$ cat src/sv/htw_pkg.sv
// Shared types and request codes for the hashed timing wheel.
package htw_pkg;

    localparam logic [1:0] REQ_TICK = 2'd0;
    localparam logic [1:0] REQ_ADD  = 2'd1;
    localparam logic [1:0] REQ_DEL  = 2'd2;

    localparam int ID_BITS     = 4;
    localparam int PERIOD_W    = 12;

    typedef struct packed {
        logic [1:0]          req_type;
        logic [ID_BITS-1:0]  timer_id;
        logic [PERIOD_W-1:0] period;
    } req_item_t;

    typedef struct packed {
        logic [ID_BITS-1:0] expired_id;
        logic               last;
    } rsp_item_t;

endpackage

$ cat src/sv/htw_front.sv
// Request intake: accepts requests, drops those with no effect, and queues the rest.
module htw_front
    import htw_pkg::*;
#(
    parameter int NUM_TIMERS = 16
)
(
    input  logic      clk,
    input  logic      rst_n,
    input  logic      req_valid,
    output logic      req_ready,
    input  req_item_t req_data,
    output logic      cmd_valid,
    input  logic      cmd_pop,
    output req_item_t cmd_data
);

    req_item_t   q_reg [2];
    logic        wr_ptr_reg, wr_ptr_next;
    logic        rd_ptr_reg, rd_ptr_next;
    logic [1:0]  count_reg, count_next;
    logic        accept;
    logic        keep;
    logic        id_ok;
    logic        push;
    logic        pop;

    assign req_ready = (count_reg != 2'd2);
    assign cmd_valid = (count_reg != 2'd0);
    assign cmd_data  = q_reg[rd_ptr_reg];
    assign accept    = req_valid && req_ready;
    assign id_ok     = (32'(req_data.timer_id) < NUM_TIMERS);

    always_comb
    begin
        case (req_data.req_type)
            REQ_TICK: keep = 1'b1;
            REQ_ADD:  keep = id_ok;
            REQ_DEL:  keep = id_ok;
            default:  keep = 1'b0;
        endcase
    end

    assign push = accept && keep;
    assign pop  = cmd_pop && cmd_valid;

    always_comb
    begin
        wr_ptr_next = push ? ~wr_ptr_reg : wr_ptr_reg;
        rd_ptr_next = pop ? ~rd_ptr_reg : rd_ptr_reg;
        count_next  = count_reg + 2'(push) - 2'(pop);
    end

    always_ff @(posedge clk or negedge rst_n)
    begin
        if (!rst_n)
        begin
            wr_ptr_reg <= 1'b0;
            rd_ptr_reg <= 1'b0;
            count_reg  <= 2'd0;
        end
        else
        begin
            wr_ptr_reg <= wr_ptr_next;
            rd_ptr_reg <= rd_ptr_next;
            count_reg  <= count_next;
        end
    end

    always_ff @(posedge clk)
    begin
        if (push)
        begin
            q_reg[wr_ptr_reg] <= req_data;
        end
    end

endmodule

$ cat src/sv/htw_divider.sv
// Divider by the constant wheel size through a reciprocal multiply, one register stage.
module htw_divider #(
    parameter int PERIOD_BITS = 12,
    parameter int WHEEL_SLOTS = 10
)
(
    input  logic                           clk,
    input  logic                           rst_n,
    input  logic                           start,
    input  logic [PERIOD_BITS-1:0]         dividend,
    output logic                           done,
    output logic [PERIOD_BITS-1:0]         quotient,
    output logic [$clog2(WHEEL_SLOTS)-1:0] remainder
);

    localparam int RB = $clog2(WHEEL_SLOTS);
    localparam int SH = PERIOD_BITS + RB;
    localparam int XW = 2 * PERIOD_BITS + RB;
    // The reciprocal is rounded up, which keeps the quotient exact for every
    // dividend of PERIOD_BITS bits.
    localparam longint unsigned RECIP =
        ((64'd1 << SH) + 64'(WHEEL_SLOTS) - 64'd1) / 64'(WHEEL_SLOTS);

    logic [XW-1:0]          product;
    logic [PERIOD_BITS-1:0] quot_reg;
    logic [PERIOD_BITS-1:0] dvd_reg;
    logic                   done_reg;
    logic [PERIOD_BITS-1:0] quot_times_slots;

    assign product          = XW'(dividend) * XW'(RECIP);
    assign quot_times_slots = quot_reg * PERIOD_BITS'(WHEEL_SLOTS);
    assign done             = done_reg;
    assign quotient         = quot_reg;
    assign remainder        = RB'(dvd_reg - quot_times_slots);

    always_ff @(posedge clk or negedge rst_n)
    begin
        if (!rst_n)
        begin
            done_reg <= 1'b0;
            quot_reg <= '0;
            dvd_reg  <= '0;
        end
        else
        begin
            done_reg <= start;
            if (start)
            begin
                quot_reg <= product[SH +: PERIOD_BITS];
                dvd_reg  <= dividend;
            end
        end
    end

endmodule

$ cat src/sv/htw_engine.sv
// Command execution: timer table, wheel position, tick walk and expiry output.
module htw_engine
    import htw_pkg::*;
#(
    parameter int NUM_TIMERS  = 16,
    parameter int WHEEL_SLOTS = 10,
    parameter int PERIOD_BITS = 12
)
(
    input  logic      clk,
    input  logic      rst_n,
    input  logic      cmd_valid,
    output logic      cmd_pop,
    input  req_item_t cmd_data,
    output logic      rsp_valid,
    input  logic      rsp_ready,
    output rsp_item_t rsp_data
);

    localparam int IW     = (NUM_TIMERS > 1) ? $clog2(NUM_TIMERS) : 1;
    localparam int PW     = PERIOD_BITS;
    localparam int SLOT_W = $clog2(WHEEL_SLOTS);
    localparam int STEP_W = $clog2(WHEEL_SLOTS + 1);
    localparam longint unsigned MAXQ = ((64'd1 << PW) - 64'd2) / WHEEL_SLOTS;
    localparam int RW     = (MAXQ == 0) ? 1 : $clog2(MAXQ + 1);
    localparam logic [PERIOD_W-1:0] PMASK = PERIOD_W'((64'd1 << PW) - 64'd1);

    // Each entry keeps its reload count and slot step so that a re-arm
    // needs no division: period - 1 = reload * WHEEL_SLOTS + (step - 1).
    typedef struct packed {
        logic [SLOT_W-1:0] home;
        logic [RW-1:0]     rounds;
        logic [RW-1:0]     reload;
        logic [STEP_W-1:0] step;
    } entry_t;

    typedef enum logic [1:0] {ST_IDLE, ST_DIV, ST_WALK, ST_FLUSH} state_t;

    function automatic logic [SLOT_W-1:0] slot_add(logic [SLOT_W-1:0] a,
                                                   logic [STEP_W-1:0] s);
        logic [STEP_W:0] t;
        t = (STEP_W+1)'(a) + (STEP_W+1)'(s);
        if (t >= (STEP_W+1)'(WHEEL_SLOTS))
        begin
            t = t - (STEP_W+1)'(WHEEL_SLOTS);
        end
        return SLOT_W'(t);
    endfunction

    entry_t mem [NUM_TIMERS];
    entry_t rd_data_reg;

    state_t              state_reg, state_next;
    logic [NUM_TIMERS-1:0] armed_reg, armed_next;
    logic [SLOT_W-1:0]   pos_reg, pos_next;
    logic [IW-1:0]       add_id_reg, add_id_next;
    logic [IW-1:0]       rd_idx_reg, rd_idx_next;
    logic                issue_reg, issue_next;
    logic                p_valid_reg, p_valid_next;
    logic [IW-1:0]       p_idx_reg, p_idx_next;
    logic                pend_valid_reg, pend_valid_next;
    logic [IW-1:0]       pend_id_reg, pend_id_next;
    logic                out_valid_reg, out_valid_next;
    rsp_item_t           out_data_reg, out_data_next;

    logic                mem_we;
    logic [IW-1:0]       mem_waddr;
    entry_t              mem_wdata;
    logic                mem_re;

    logic                div_start;
    logic [PW-1:0]       div_dividend;
    logic                div_done;
    logic [PW-1:0]       div_quot;
    logic [SLOT_W-1:0]   div_rem;

    logic [PERIOD_W-1:0] per_field;
    logic [PW-1:0]       per;
    logic [STEP_W-1:0]   add_step;
    logic                out_free;
    logic                p_match;
    logic                p_due;
    logic                advance;

    htw_divider #(
        .PERIOD_BITS(PERIOD_BITS),
        .WHEEL_SLOTS(WHEEL_SLOTS)
    ) u_div (
        .clk       (clk),
        .rst_n     (rst_n),
        .start     (div_start),
        .dividend  (div_dividend),
        .done      (div_done),
        .quotient  (div_quot),
        .remainder (div_rem)
    );

    assign per_field    = cmd_data.period & PMASK;
    assign per          = (per_field == '0) ? PW'(1) : PW'(per_field);
    assign div_dividend = per - PW'(1);
    assign add_step     = STEP_W'(div_rem) + STEP_W'(1);

    assign out_free  = !out_valid_reg || rsp_ready;
    assign p_match   = p_valid_reg && armed_reg[p_idx_reg] && (rd_data_reg.home == pos_reg);
    assign p_due     = p_match && (rd_data_reg.rounds == '0);
    // The walk holds only when a second expiry turns up while the held one cannot leave.
    assign advance   = !(p_due && pend_valid_reg && !out_free);

    assign rsp_valid = out_valid_reg;
    assign rsp_data  = out_data_reg;

    always_comb
    begin
        state_next      = state_reg;
        armed_next      = armed_reg;
        pos_next        = pos_reg;
        add_id_next     = add_id_reg;
        rd_idx_next     = rd_idx_reg;
        issue_next      = issue_reg;
        p_valid_next    = p_valid_reg;
        p_idx_next      = p_idx_reg;
        pend_valid_next = pend_valid_reg;
        pend_id_next    = pend_id_reg;
        out_valid_next  = out_valid_reg && !rsp_ready;
        out_data_next   = out_data_reg;
        cmd_pop         = 1'b0;
        div_start       = 1'b0;
        mem_we          = 1'b0;
        mem_waddr       = p_idx_reg;
        mem_wdata       = rd_data_reg;
        mem_re          = 1'b0;

        case (state_reg)
            ST_IDLE:
            begin
                if (cmd_valid)
                begin
                    cmd_pop = 1'b1;
                    case (cmd_data.req_type)
                        REQ_TICK:
                        begin
                            pos_next = (pos_reg == SLOT_W'(WHEEL_SLOTS - 1)) ?
                                       '0 : pos_reg + SLOT_W'(1);
                            rd_idx_next     = '0;
                            issue_next      = 1'b1;
                            p_valid_next    = 1'b0;
                            pend_valid_next = 1'b0;
                            state_next      = ST_WALK;
                        end
                        REQ_ADD:
                        begin
                            div_start   = 1'b1;
                            add_id_next = IW'(cmd_data.timer_id);
                            state_next  = ST_DIV;
                        end
                        REQ_DEL:
                        begin
                            armed_next[IW'(cmd_data.timer_id)] = 1'b0;
                        end
                        default:
                        begin
                        end
                    endcase
                end
            end
            ST_DIV:
            begin
                if (div_done)
                begin
                    mem_we           = 1'b1;
                    mem_waddr        = add_id_reg;
                    mem_wdata.home   = slot_add(pos_reg, add_step);
                    mem_wdata.rounds = RW'(div_quot);
                    mem_wdata.reload = RW'(div_quot);
                    mem_wdata.step   = add_step;
                    armed_next[add_id_reg] = 1'b1;
                    state_next       = ST_IDLE;
                end
            end
            ST_WALK:
            begin
                if (advance)
                begin
                    if (issue_reg)
                    begin
                        mem_re       = 1'b1;
                        p_valid_next = 1'b1;
                        p_idx_next   = rd_idx_reg;
                        if (rd_idx_reg == IW'(NUM_TIMERS - 1))
                        begin
                            issue_next = 1'b0;
                        end
                        else
                        begin
                            rd_idx_next = rd_idx_reg + IW'(1);
                        end
                    end
                    else
                    begin
                        p_valid_next = 1'b0;
                        state_next   = ST_FLUSH;
                    end

                    if (p_match)
                    begin
                        mem_we = 1'b1;
                        if (p_due)
                        begin
                            mem_wdata.home   = slot_add(rd_data_reg.home, rd_data_reg.step);
                            mem_wdata.rounds = rd_data_reg.reload;
                        end
                        else
                        begin
                            mem_wdata.rounds = rd_data_reg.rounds - RW'(1);
                        end
                    end

                    // One expiry is held back until the next one, or the end of
                    // the walk, shows whether it is the last of this tick.
                    if (p_due)
                    begin
                        if (pend_valid_reg)
                        begin
                            out_valid_next           = 1'b1;
                            out_data_next.expired_id = ID_BITS'(pend_id_reg);
                            out_data_next.last       = 1'b0;
                        end
                        pend_valid_next = 1'b1;
                        pend_id_next    = p_idx_reg;
                    end
                end
            end
            ST_FLUSH:
            begin
                if (!pend_valid_reg)
                begin
                    state_next = ST_IDLE;
                end
                else if (out_free)
                begin
                    out_valid_next           = 1'b1;
                    out_data_next.expired_id = ID_BITS'(pend_id_reg);
                    out_data_next.last       = 1'b1;
                    pend_valid_next          = 1'b0;
                    state_next               = ST_IDLE;
                end
            end
            default:
            begin
                state_next = ST_IDLE;
            end
        endcase
    end

    always_ff @(posedge clk or negedge rst_n)
    begin
        if (!rst_n)
        begin
            state_reg      <= ST_IDLE;
            armed_reg      <= '0;
            pos_reg        <= '0;
            add_id_reg     <= '0;
            rd_idx_reg     <= '0;
            issue_reg      <= 1'b0;
            p_valid_reg    <= 1'b0;
            p_idx_reg      <= '0;
            pend_valid_reg <= 1'b0;
            pend_id_reg    <= '0;
            out_valid_reg  <= 1'b0;
            out_data_reg   <= '0;
        end
        else
        begin
            state_reg      <= state_next;
            armed_reg      <= armed_next;
            pos_reg        <= pos_next;
            add_id_reg     <= add_id_next;
            rd_idx_reg     <= rd_idx_next;
            issue_reg      <= issue_next;
            p_valid_reg    <= p_valid_next;
            p_idx_reg      <= p_idx_next;
            pend_valid_reg <= pend_valid_next;
            pend_id_reg    <= pend_id_next;
            out_valid_reg  <= out_valid_next;
            out_data_reg   <= out_data_next;
        end
    end

    always_ff @(posedge clk)
    begin
        if (mem_we)
        begin
            mem[mem_waddr] <= mem_wdata;
        end
        if (mem_re)
        begin
            rd_data_reg <= mem[rd_idx_reg];
        end
    end

endmodule

$ cat src/sv/hashed_timing_wheel.sv
// Hashed timing wheel top level: periodic timers over a wheel of slots.
// The req channel (req_valid, req_ready, req_data) takes one request per
// transfer: a tick, an add or re-arm of a timer with a period, or a delete.
// Requests that cannot have an effect are dropped at intake. The rsp channel
// (rsp_valid, rsp_ready, rsp_data) carries one transfer per expired timer in
// ascending id order, with last set on the final expiry of a tick; a tick
// with no expiry sends nothing.
// Requests pass through a two-entry queue to the execution engine, so the
// intake keeps taking requests while the engine works or waits on rsp.
// An add passes through the engine's idle and divide states, the divide by
// the wheel size done as a registered reciprocal multiply; a delete needs only
// the idle state. A tick walks the timer table one entry per cycle while the
// walk is not held, reading and writing back entries on separate ports.
// When rsp stalls, the walk pauses once an expiry is due while one waits in
// the output register and another is held back; the queue then fills and
// req_ready drops. Reset disarms all timers, sets the wheel position to zero
// and empties the queue and output register.
module hashed_timing_wheel
    import htw_pkg::*;
#(
    parameter int NUM_TIMERS  = 16,
    parameter int WHEEL_SLOTS = 10,
    parameter int PERIOD_BITS = 12
)
(
    input  logic      clk,
    input  logic      rst_n,
    input  logic      req_valid,
    output logic      req_ready,
    input  req_item_t req_data,
    output logic      rsp_valid,
    input  logic      rsp_ready,
    output rsp_item_t rsp_data
);

    logic      cmd_valid;
    logic      cmd_pop;
    req_item_t cmd_data;

    htw_front #(
        .NUM_TIMERS(NUM_TIMERS)
    ) u_front (
        .clk       (clk),
        .rst_n     (rst_n),
        .req_valid (req_valid),
        .req_ready (req_ready),
        .req_data  (req_data),
        .cmd_valid (cmd_valid),
        .cmd_pop   (cmd_pop),
        .cmd_data  (cmd_data)
    );

    htw_engine #(
        .NUM_TIMERS (NUM_TIMERS),
        .WHEEL_SLOTS(WHEEL_SLOTS),
        .PERIOD_BITS(PERIOD_BITS)
    ) u_engine (
        .clk       (clk),
        .rst_n     (rst_n),
        .cmd_valid (cmd_valid),
        .cmd_pop   (cmd_pop),
        .cmd_data  (cmd_data),
        .rsp_valid (rsp_valid),
        .rsp_ready (rsp_ready),
        .rsp_data  (rsp_data)
    );

endmodule
$ cat config.mk
export PLATFORM = sky130hd
export DESIGN_NAME = hashed_timing_wheel
export DESIGN_NICKNAME = d
export VERILOG_FILES = /design/src/sv/htw_pkg.sv /design/src/sv/htw_front.sv /design/src/sv/htw_divider.sv /design/src/sv/htw_engine.sv /design/src/sv/hashed_timing_wheel.sv
export SDC_FILE = /design/constraint.sdc
export NUM_CORES = 1
export LEC_CHECK = 0
export ABC_AREA = 1
export BUFFER_PORTS_ARGS = -buffer_cell sky130_fd_sc_hd__buf_2
export CAP_MARGIN = 25
export CELL_PAD_IN_SITES_DETAIL_PLACEMENT = 1
export CELL_PAD_IN_SITES_GLOBAL_PLACEMENT = 2
export CORE_AREA = 3 3 262 264
export CTS_CLUSTER_DIAMETER = 150
export DETAILED_ROUTE_END_ITERATION = 8
export DIE_AREA = 0 0 265 267
export GPL_TIMING_DRIVEN = 1
export PLACE_DENSITY_LB_ADDON = 0.1
export SLEW_MARGIN = 0
export SYNTH_ARGS = -nofsm -noshare
export SYNTH_HDL_FRONTEND = slang
export SYNTH_SLANG_ARGS = --single-unit
$ cat constraint.sdc
create_clock -name clk -period 6.35 [get_ports clk]
set_clock_uncertainty 0.15 [all_clocks]
set_input_delay 0.9525 -clock clk [delete_from_list [all_inputs] [get_ports clk]]
set_output_delay 0.9525 -clock clk [all_outputs]
set_load 0.005 [all_outputs]
**Yosys cells after proc, flatten, opt, wreduce, memory -nomap -nowiden**

Memory sizes are Yosys's and may differ from the RTL's. A register that Yosys moved wholly into a read port is not among the register bits.
Index checks and enable logic that the tools add are counted.

- Memories: 2
- Register bits after elaboration: 65
- Bits of input ports: 22
- Memory bits (writable): 452
- Logic and storage cells: 190

- $mul: 2
- Muxes and demuxes: 81
- Reductions and logical operators: 36
- $lt $le $gt $ge: 7
- Equal/unequal tests: 25
- $add $sub $neg: 12
- Bitwise logic cells: 6

Memories:

| name | depth | width | read ports | clocked after memory_dff | wr ports | line | text |
|---|---|---|---|---|---|---|---|
| u_engine.mem | 16 | 26 | 1 | 1 | 1 | htw_engine.sv:50 | `entry_t mem [NUM_TIMERS];` |
| u_front.q_reg | 2 | 18 | 1 | 0 | 1 | htw_front.sv:18 | `req_item_t q_reg [2];` |

Operators with widths:

| operator | count |
|---|---|
| 2-to-1 mux 16 bit | 3 |
| 2-to-1 mux 4 bit | 11 |
| 2-to-1 mux 13 bit | 3 |
| 2-to-1 mux 1 bit | 36 |
| case mux 16 bit (2 select lines) | 1 |
| 2-to-1 mux 26 bit | 1 |
| case mux 13 bit (2 select lines) | 1 |
| 2-to-1 mux 5 bit | 5 |
| multiplier 12 x 12 -> 24 bit, second input constant | 1 |
| AND reduction 6 bit | 3 |
| bitwise AND 16 bit | 1 |
| inequality test 2 bit, second input constant | 8 |
| inverter 16 bit | 1 |
| bitwise OR 16 bit | 1 |
| less-than comparator 4 x 5 -> 1 bit, second input constant | 3 |
| adder 4 x 1 -> 4 bit, second input constant | 3 |
| logical NOT 12 bit | 1 |
| 2-to-1 mux 12 bit | 1 |
| 2-to-1 mux 2 bit | 6 |
| AND reduction 3 bit | 4 |
| subtractor 12 x 1 -> 12 bit, second input constant | 1 |
| logical AND 1 bit | 11 |
| adder 4 x 4 -> 5 bit | 2 |
| greater-or-equal comparator 5 x 4 -> 1 bit, second input constant | 2 |
| 32 further kinds | 59 |

**Depth between registers and ports, before layout**

- Depth in word-level cells: 11
- Gate-level depth with buffers: 37
- Gate-level depth less buffers: 36

**Cells and area by module**

From an unflattened synthesis, not the netlist that was laid out.

- Cell total of the unflattened synthesis: 2,415
- Area, all modules: 26,125.1 um^2

Modules (own cells, without submodules):

| module | area each (um^2) | instances | cells an instance | sequential area each (um^2) |
|---|---|---|---|---|
| htw_engine | 21,006.4 | 1 | 1,837 | 14,448.9 |
| htw_divider | 3,560.9 | 1 | 451 | 350.3 |
| htw_front | 1,557.7 | 1 | 127 | 1,181.1 |

**Least setup slack after synthesis**

No wires, ideal clock.

- Kind: register to register
- Start point: reg u_front.rd_ptr_reg
- End point: reg u_engine.u_div.quot_reg[3] (netlist: u_engine.u_div.quotient[3])
- Buffers on the path: 1
- Stages on the path, launching flop included: 30
- Data required time: 6,083 ps
- Setup slack: 250 ps
- Period minus slack after synthesis: 6,100 ps
- Library setup time: 117 ps
- Data arrival time: 5,833 ps
- Path through: dfrtp_1 > buf_6 > o21ai_1 > nand2_2 > nor2_2 > nand3_2 > nand2_2 > inv_2 > ha_1 > inv_1 > nor2_1 > xnor2_1 > ha_1 > inv_1 > fa_1 > inv_1 > fa_1 > fa_1 > inv_1 > fa_1 > inv_1 > ha_1 > nand2_1 > inv_1 > a21oi_1 > a21boi_0 > o21ai_0 > or2_2 > nand3_1 > nand2_1

- Cells in the longest elaborated chain, start to end: 5
- Elaborated cells between the ends (all ways): 9

Ends and longest elaborated chain:

| element | line | text |
|---|---|---|
| start, declared | htw_front.sv:20 | `logic rd_ptr_reg, rd_ptr_next;` |
| start signal, assigned | htw_front.sv:65 | `rd_ptr_reg <= rd_ptr_next;` |
| memory (2 x 18 bit) * | -- |  |
| logical NOT 12 bit | htw_engine.sv:99 | `assign per = (per_field == '0) ? PW'(1) : PW'(per_field);` |
| 2-to-1 mux 12 bit * | htw_engine.sv:99 |  |
| subtractor 12 x 1 -> 12 bit * | htw_engine.sv:100 | `assign div_dividend = per - PW'(1);` |
| net u_engine.div_dividend[0] | htw_engine.sv:72 | `logic [PW-1:0] div_dividend;` |
| multiplier 12 x 12 -> 24 bit * | htw_divider.sv:30 | `assign product = XW'(dividend) * XW'(RECIP);` |
| end signal, assigned | htw_divider.sv:49 | `quot_reg <= product[SH +: PERIOD_BITS];` |
| end, declared | htw_divider.sv:25 | `logic [PERIOD_BITS-1:0] quot_reg;` |

The timed path passes the listed nets; every way through them passes the cells marked *.
A chain may end at the register's enable or synchronous reset.

**Final worst setup path**

- Start point: reg u_front.rd_ptr_reg
- End point: reg u_engine.u_div.quot_reg[6] (netlist: u_engine.u_div.quotient[6])

Same word-level chain as after synthesis.

==> metrics.txt <==
Crit path required time=6.68 ns; Final min period=6.03 ns; clk_lat worst skew=0.65 ns; multi-input combinational cell area=0.00894 mm^2; clk buf depth=3; Routed Antenna Nets=0; vias in the first global route=19300; CP max stage delay=0.54 ns; dpl ws=-0.0112 ns; Routability Congestion=0.860; ys flop type=edfxtp_1; worst-margin pin slew=1.02 ns; status=completed; Min-Delay Path Class=flop to flop; DP Area=0.0275 mm^2; Max Cap Viol=0; count of pins over their slew limit=0; CTS sink cnt=543; largest net degree at the start of global routing=96; Final setup viols=0; Area Growth Syn to Fin=14.9%; post-route setup slack=0.323 ns; CTS Root Cell=clkbuf_16; Cell Area, Synth=0.0259 mm^2; total track usage=0.226; Routed Wire Length=79500 um; drt pass-1 iters=5; placed cell count=3241; endpoints failing hold=0; # diodes=0; via count=18200; share of cells above drive strength 1=0.123; DRC Markers=0; dpl hpwl=48700 um; slowest stage cell on the critical path=fa_1; detail-routed via count per cell=5.42; H-tree Lvls=2; register clock-pin slew on the reported worst setup and hold paths=0.06 ns; data arrival time of the critical path=6.36 ns; number of I/O pins=29; Crit Path Class=flop to flop; Die Ht=267 um; Slew headroom=0.320; critical path startpoint category=flop; area of the core=0.0668 mm^2; Async SR Flop Fraction=0.120; DIE AREA=0.0708 mm^2; sequential fraction of the synthesis area=0.616; Layout Nets=2611; CP Capture Type=flop; fmax=166 MHz; gr ovfl total=0; Critical Path Fanout Max=6; CTS tree=done; Mapped Cells=2362; # fillers=7189; Die W=265 um; max FFs per register=416; iteration-0 DRC count of the detailed router=1093; Yosys cell types=54; Avg Cell Area, Syn=11.0 um^2; EDFF count, synth=478; Post-Syn Nets=2529; first-pass GRT wire length=120000 um; Syn. warnings=0; antenna violations before repair=0; #FFs+latches synth=543; worst hold slack=0.336 ns; final instance area=0.0298 mm^2; Period Utilization, post-route=0.949; IO buf count=28; total CTS buffers=59; Final Non-Filler Cells=3366; Initial Utilization=0.388; wire per inst=23.6 um; Rows=95; Reg area=0.0160 mm^2
## layer usage
| layer | global-route usage | vias to the layer above | routed length (um) |
|---|---|---|---|
| met5 | 0 | - | 0 |
| met4 | 0.0781 | 0 | 2590 |
| met3 | 0.0247 | 131 | 2820 |
| met2 | 0.381 | 314 | 37900 |
| met1 | 0.305 | 9366 | 36200 |
| li1 | - | 8430 | - |
## layout by cell type, fill, tap and decap left out, types with 8 or more instances in the layout
cell	netlist	routed
a21oi_1	116	115
a221oi_1	32	32
buf_2	3	27
buf_4	2	83
clkbuf_1	76	8
clkbuf_16	0	60
clkinv_1	1	13
clkinv_2	0	17
dfrtp_1	65	61
edfxtp_1	478	478
fa_1	39	39
ha_1	106	102
inv_1	227	222
inv_2	10	12
nand2_1	470	466
nand2_2	6	10
nand3_1	104	103
nand4_1	30	30
nor2_1	177	164
nor2_4	2	12
nor3_2	4	11
o21ai_0	215	215
o21ai_1	16	13
o21ai_2	10	8
o221ai_1	21	21
o22ai_1	39	39
xnor2_1	13	11
xor2_1	20	18
## worst paths after layout
| path | slack, ns | depth (start not counted) | startpoint | end |
|---|---|---|---|---|
| max | 0.32 | 32 | u_front.rd_ptr_reg$_DFFE_PN0P_ | u_engine.u_div.quotient[6]$_DFFE_PN0P_ |
| min | 0.34 | 2 | u_engine.rsp_data[1]$_DFFE_PN0P_ | u_engine.rsp_data[1]$_DFFE_PN0P_ |
| max reg2reg | 0.32 | 32 | u_front.rd_ptr_reg$_DFFE_PN0P_ | u_engine.u_div.quotient[6]$_DFFE_PN0P_ |
| min reg2reg | 0.34 | 2 | u_engine.rsp_data[1]$_DFFE_PN0P_ | u_engine.rsp_data[1]$_DFFE_PN0P_ |
| max in group asynchronous | 4.96 | 3 | rst_n | u_engine.u_div.quotient[1]$_DFFE_PN0P_ |
| min in group asynchronous | 0.56 | 2 | rst_n | u_front.rd_ptr_reg$_DFFE_PN0P_ |
## worst max-delay path, delay by kind of cell (launching register included)
family,cells,cell delay (ns)
AO/OA/AOI/OAI,3,0.48
XOR/XNOR,1,0.15
adder cells (fa/ha/maj),7,2.86
buffers and inverters,8,0.64
flip-flops,1,0.46
AND/OR/NAND/NOR,13,1.14
## cell usage after synthesis, types with 2 or more instances
library cell,count,area [um^2]
o22ai_1,39,244
clkbuf_1,76,285
o21ai_1,16,80.1
o21ai_0,215,1080
nor2_2,3,18.8
buf_4,2,15.0
a21oi_1,116,581
nor4_1,4,25.0
a21o_1,4,30.0
a21boi_0,2,15.0
nand3_2,3,30.0
o221ai_1,21,184
nand3b_1,4,30.0
dfrtp_1,65,1630
nand2_2,6,37.5
o211ai_1,4,30.0
xnor2_1,13,114
nor2_1,177,664
xor2_1,20,175
o21ai_2,10,87.6
fa_1,39,781
nand2_1,470,1760
nand4_1,30,188
nor3_2,4,40.0
ha_1,106,1330
or2_2,6,37.5
buf_1,13,48.8
a221oi_1,32,280
inv_1,227,852
inv_2,10,37.5
nand3_1,104,521
edfxtp_1,478,14400
buf_6,2,22.5
nor2_4,2,22.5
o21a_1,2,15.0
o21bai_1,2,15.0
buf_2,3,15.0
nor3_1,16,80.1
## cell type report
| cell class | count | area share |
|---|---|---|
| Inverter | 238 | 0.0302 |
| Sequential cell | 543 | 0.537 |
| Timing Repair Buffer | 118 | 0.0305 |
| Multi-Input combinational cell | 1484 | 0.300 |
| Clock buffer | 69 | 0.0515 |
| Tap cell | 873 | 0.0367 |
| Clock inverter | 41 | 0.0141 |
## what timing repair did
item	4_1_cts	5_1_grt
pin swaps	0	12
endpoints found under the setup margin	2	9
endpoints found under the hold margin	0	1
setup buffers	0	4
gates resized for setup	1	33
hold buffers	0	1
cloned	0	2
## stage by stage
step | utilization | setup TNS [ns]
3_3_place_gp | 0.411 | 0
4_1_cts | 0.441 | 0
6_report | 0.446 | 0
5_1_grt | 0.446 | -0.0409
2_1_floorplan | - | 0
3_5_place_dp | 0.411 | -0.0120
## cell families (layout without fill, tap and decap cells)
| logic type | count (synthesis) | after routing | synth area share |
|---|---|---|---|
| fa+ha+maj | 145 | 145 | 0.0812 |
| flops | 543 | 543 | 0.616 |
| compound gates | 471 | 471 | 0.105 |
| buf+inv | 335 | 466 | 0.0499 |
| simple gates | 834 | 834 | 0.135 |
| xor+xnor | 34 | 34 | 0.0122 |
Power is not shown: default switching activity piles up to over one toggle a cycle in this logic, so the estimate is an artifact.
